### config.mk
export PLATFORM = sky130hd
export DESIGN_NAME = hfl_ctrl
export DESIGN_NICKNAME = d
export VERILOG_FILES = /design/src/hfl_pkg.sv /design/src/hfl_ctrl.sv
export SDC_FILE = /design/constraint.sdc
export NUM_CORES = 1
export LEC_CHECK = 0
export ABC_CLOCK_PERIOD_IN_PS = 2900
export BUFFER_PORTS_ARGS = -buffer_cell sky130_fd_sc_hd__buf_2
export CAP_MARGIN = 20
export CORE_AREA = 2 2 39 41
export CTS_BUF_LIST = sky130_fd_sc_hd__clkbuf_4
export DETAILED_ROUTE_END_ITERATION = 16
export DIE_AREA = 0 0 41 43
export PLACE_DENSITY_LB_ADDON = 0.12
export SLEW_MARGIN = 10
export SYNTH_ARGS = -nofsm -noshare
export SYNTH_HDL_FRONTEND = slang
export SYNTH_SLANG_ARGS = --single-unit
export TNS_END_PERCENT = 100
### constraint.sdc
create_clock -name clk -period 2.9 [get_ports clk]
set_input_delay 0.29 -clock clk [delete_from_list [all_inputs] [get_ports clk]]
set_output_delay 0.29 -clock clk [all_outputs]
set_load 0.01 [all_outputs]
### src/hfl_pkg.sv
`default_nettype none
// ----------------------------------------------------------------------------
// hfl_pkg
// Shared widths, codes, cell layout and controller/datapath command types
// for the honest forest leaf-mean predictor.
// ----------------------------------------------------------------------------
package hfl_pkg;

  // Field widths
  localparam int TREE_W    = 6;
  localparam int LEAF_W    = 8;
  localparam int TT_W      = 7;
  localparam int CELL_W    = 13;
  localparam int FRAC_BITS = 16;
  localparam int ACC_W     = 24;
  localparam int OUT_W     = 18;

  // Divider geometry: numerator holds |d| << FRAC_BITS plus half the count
  localparam int NUM_W  = CELL_W + FRAC_BITS;
  localparam int DEN_W  = CELL_W;
  localparam int QCNT_W = $clog2(NUM_W);

  localparam logic [CELL_W-1:0] CELL_MAX = '1;
  localparam logic [TT_W-1:0]   TT_RESET = TT_W'(1);

  // Operation codes
  localparam logic OP_ACCUMULATE = 1'b0;
  localparam logic OP_PREDICT    = 1'b1;

  typedef struct packed {
    logic [CELL_W-1:0] upper_sum;
    logic [CELL_W-1:0] lower_sum;
    logic [CELL_W-1:0] leaf_count;
  } cell_t;

  typedef enum logic [3:0] {
    ST_CLEAR,
    ST_IDLE,
    ST_READ,
    ST_ACC_WR,
    ST_EST,
    ST_DIV_EST,
    ST_ADD,
    ST_AVG,
    ST_DIV_AVG,
    ST_OUT
  } state_t;

  typedef struct packed {
    logic clear;
    logic in_ready;
    logic rd_en;
    logic acc_wr;
    logic est_start;
    logic acc_add;
    logic avg_start;
    logic out_load;
  } cmd_t;

  typedef struct packed {
    logic accept;
    logic item_op;
    logic item_last;
    logic div_done;
    logic clr_done;
    logic out_free;
  } status_t;

endpackage
`default_nettype wire

### src/hfl_ctrl.sv
`default_nettype none
// ----------------------------------------------------------------------------
// hfl_ctrl
// Sequencer: clearing pass, read-modify-write for accumulate beats and the
// divide/add/average sequence for predict beats.
// ----------------------------------------------------------------------------
module hfl_ctrl (
  input  wire logic             clk,
  input  wire logic             rst_n,
  input  wire hfl_pkg::status_t status,
  output hfl_pkg::cmd_t         cmd
);

  hfl_pkg::state_t state_r, state_nxt;

  always_comb begin
    state_nxt = state_r;
    case (state_r)
      hfl_pkg::ST_CLEAR: begin
        if (status.clr_done) state_nxt = hfl_pkg::ST_IDLE;
      end
      hfl_pkg::ST_IDLE: begin
        if (status.accept) state_nxt = hfl_pkg::ST_READ;
      end
      hfl_pkg::ST_READ: begin
        state_nxt = (status.item_op == hfl_pkg::OP_PREDICT) ? hfl_pkg::ST_EST
                                                            : hfl_pkg::ST_ACC_WR;
      end
      hfl_pkg::ST_ACC_WR:  state_nxt = hfl_pkg::ST_IDLE;
      hfl_pkg::ST_EST:     state_nxt = hfl_pkg::ST_DIV_EST;
      hfl_pkg::ST_DIV_EST: begin
        if (status.div_done) state_nxt = hfl_pkg::ST_ADD;
      end
      hfl_pkg::ST_ADD: begin
        state_nxt = status.item_last ? hfl_pkg::ST_AVG : hfl_pkg::ST_IDLE;
      end
      hfl_pkg::ST_AVG:     state_nxt = hfl_pkg::ST_DIV_AVG;
      hfl_pkg::ST_DIV_AVG: begin
        if (status.div_done) state_nxt = hfl_pkg::ST_OUT;
      end
      hfl_pkg::ST_OUT: begin
        if (status.out_free) state_nxt = hfl_pkg::ST_IDLE;
      end
      default: state_nxt = hfl_pkg::ST_CLEAR;
    endcase
  end

  always_comb begin
    cmd = '0;
    case (state_r)
      hfl_pkg::ST_CLEAR: cmd.clear     = 1'b1;
      hfl_pkg::ST_IDLE:  cmd.in_ready  = 1'b1;
      hfl_pkg::ST_READ:  cmd.rd_en     = 1'b1;
      hfl_pkg::ST_ACC_WR: cmd.acc_wr   = 1'b1;
      hfl_pkg::ST_EST:   cmd.est_start = 1'b1;
      hfl_pkg::ST_ADD:   cmd.acc_add   = 1'b1;
      hfl_pkg::ST_AVG:   cmd.avg_start = 1'b1;
      hfl_pkg::ST_OUT:   cmd.out_load  = status.out_free;
      default:           cmd = '0;
    endcase
  end

  always_ff @(posedge clk) begin
    if (!rst_n) begin
      state_r <= hfl_pkg::ST_CLEAR;
    end else begin
      state_r <= state_nxt;
    end
  end

endmodule
`default_nettype wire

==> metrics.md <==
| Metric | Value |
|---|---|
| Clock-pin slew on the worst setup and hold paths | 40 ps |
| Ports | 16 |
| Cell Area, Synth | 344 um2 |
| Post-synth top flop | dfxtp_1 |
| Pre-antenna DRT Iters | 4 |
| Die W | 41 um |
| Final ANT Viol Nets | 0 |
| Initial DRC count | 4 |
| Commonest non-fill, non-tap cell in the layout | buf_2 |
| Layout cells sized above 1 | 32.3% |
| Gpl congestion | 0.745 |
| Vias in the first global route | 318 |
| Slew Viols, Final | 0 |
| CP Launch Type | flop |
| Crit path time final | 1720 ps |
| CTS Buffer Depth | 2 |
| Net count after synthesis | 56 |
| Clk_skew | 1.53 ps |
| WL final | 825 um |
| Setup TNS | 0 ps |
| Detail Placement HPWL | 587 um |
| FMAX | 0.582 GHz |
| Sequential share of the synthesized area | 23.3% |
| Arrival @ worst endpoint | 1430 ps |
| CP Capture Type | output port |
| Max H-tree Level | 1 |
| Peak VDD IR | 213 uV |
| Layout Cells excl Fill | 78 |
| Met2 WL | 371 um |
| Placement Setup Slack | 1430 ps |
| Die footprint | 1760 um2 |
| Largest Register | state_r |
| Pleak | 0.193 nW |
| PortBufs | 15 |
| CP max stage delay | 590 ps |
| DRC viols | 0 |
| Via count | 372 |
| Grt ovf | 0 |
| Insertion delay to the later sink of the worst-skew pair | 240 ps |
| Via/cell ratio | 4.77 |
| Largest registers | state_r: 4 flops |
| CP Cell Sequence | nand2b_1, nor4b_1, buf_2 |
| Initial antenna violation count | 0 |
| Slew @ Worst Pin | 486 ps |
| Yosys warns | 0 |
| FF+latch count, synth | 4 |
| CTS tree | done |
| Most frequent cells in the layout | 15 x buf_2, 5 x nor2_1 |
| Die Ht | 43 um |
| RSZ-0062 raised after global routing | no |
| Final worst slack | 1180 ps |
| Largest net degree at the start of global routing | 16 |
| Worst min path class | primary input to flop |
| Antenna fix cells | 0 |
| Global-route wire length before repair | 1.34 mm |
| Max reg flops | 4 |
| Dpl cells | 75 |
| CTS Hold Bufs | 0 |
| Fill count | 162 |
| Row cnt | 14 |
| Syn Inst Count | 48 |
| Slowest CP cell | dfxtp_1 |
| Crit Path Max Fanout | 15 |
| Area growth syn-to-layout | 27.6% |
| Final setup vio count | 0 |
| Max_cap viols | 0 |
| Drt wl/cell | 10.6 um |
| Ys async rst share | 0% |
| CTS resizes | 0 |
| Max layer used | met4 |
| Rel. slew slack | 67.6% |
| # clock sinks | 4 |
| Fin util | 31.7% |
| Wl on met1 | 399 um |
| Initial Utilization | 24.9% |
| Nets | 72 |
| Root buffer selected by CTS | clkbuf_4 |
| Final-report hold violation count | 0 |
| Power, Total | 309 uW |
| Synth Area per Inst | 7.17 um2 |
| P per Cell Area | 704 nW/um2 |
| CTS Buf Count | 3 |
| Tot GR Track Use | 11.4% |
| Synth cell types | 21 |
| Kind of critical path | flop to output port |
| CP required | 2610 ps |
| Met3 WL | 45 um |
| Number of synthesized flops with an enable pin | 0 |
| Total setup buffers inserted after CTS | 0 |
| Outcome | finished, final reports clean |
| Core ar. | 1380 um2 |
| Period utilization | 59.3% |
path summary, 6_finish.rpt:
| kind | start | to | slack [ps] | cells after the start |
|---|---|---|---|---|
| setup / recovery | state_r[0] | cmd[0] | 1180 | 3 |
| hold / removal | rst_n | state_r[0] | 340 | 3 |
| setup reg to reg | state_r[2] | state_r[3] | 1490 | 4 |
| hold reg to reg | state_r[3] | state_r[3] | 600 | 2 |
synth_stat cells, drive strengths merged, types with 2 or more instances:
master	number	area [um2]
o21ai	4	20.0
nor3	4	20.0
mux2i	4	40.0
buf	4	22.5
nor4b	2	17.5
nor2	5	18.8
nand2	4	15.0
nand2b	4	25.0
dfxtp	4	80.1
inv	3	11.3
through the flow:
step	hold slack, ps	area, um2
CTS	338	439
finish	343	439
detailed placement	592	417
global placement	605	417
global route	364	439
floorplan	436	344
kinds of logic after synthesis:
family	share of synthesized area [%]
flip-flops	23.3
AND/OR/NAND/NOR	38.5
multiplexers	11.6
buffers and inverters	9.82
AO/OA/AOI/OAI	16.7
power by group:
group	internal (mW)	total, mW	switching [mW]	leakage [nW]
Clock	0.0464	0.0715	0.0250	0.0138
Sequential	0.0675	0.111	0.0433	0.0327
Combinational	0.0657	0.127	0.0611	0.147
critical path: cells and delay by family (launching register included):
| kind | cells | cell delay (ps) |
|---|---|---|
| flip-flops | 1 | 590 |
| buffers and inverters | 1 | 180 |
| AND/OR/NAND/NOR | 2 | 420 |
metal layers:
layer | GRT usage (%) | vias up
met1 | 13.8 | 160
met3 | 3.14 | 2
met2 | 16.6 | 10
met5 | 0 | -
met4 | 8.00 | 0
li1 | - | 200
layout make-up:
cell class / instances / area (um2) / share of cell area, %
multi-input combinational: 37 / 230 / 52.4
sequential: 4 / 80.1 / 18.2
timing repair buffer: 15 / 75.1 / 17.1
clock buffer: 3 / 22.5 / 5.13
tap: 16 / 20.0 / 4.56
inverter: 3 / 11.3 / 2.56
(Power assumes the default switching activity.)
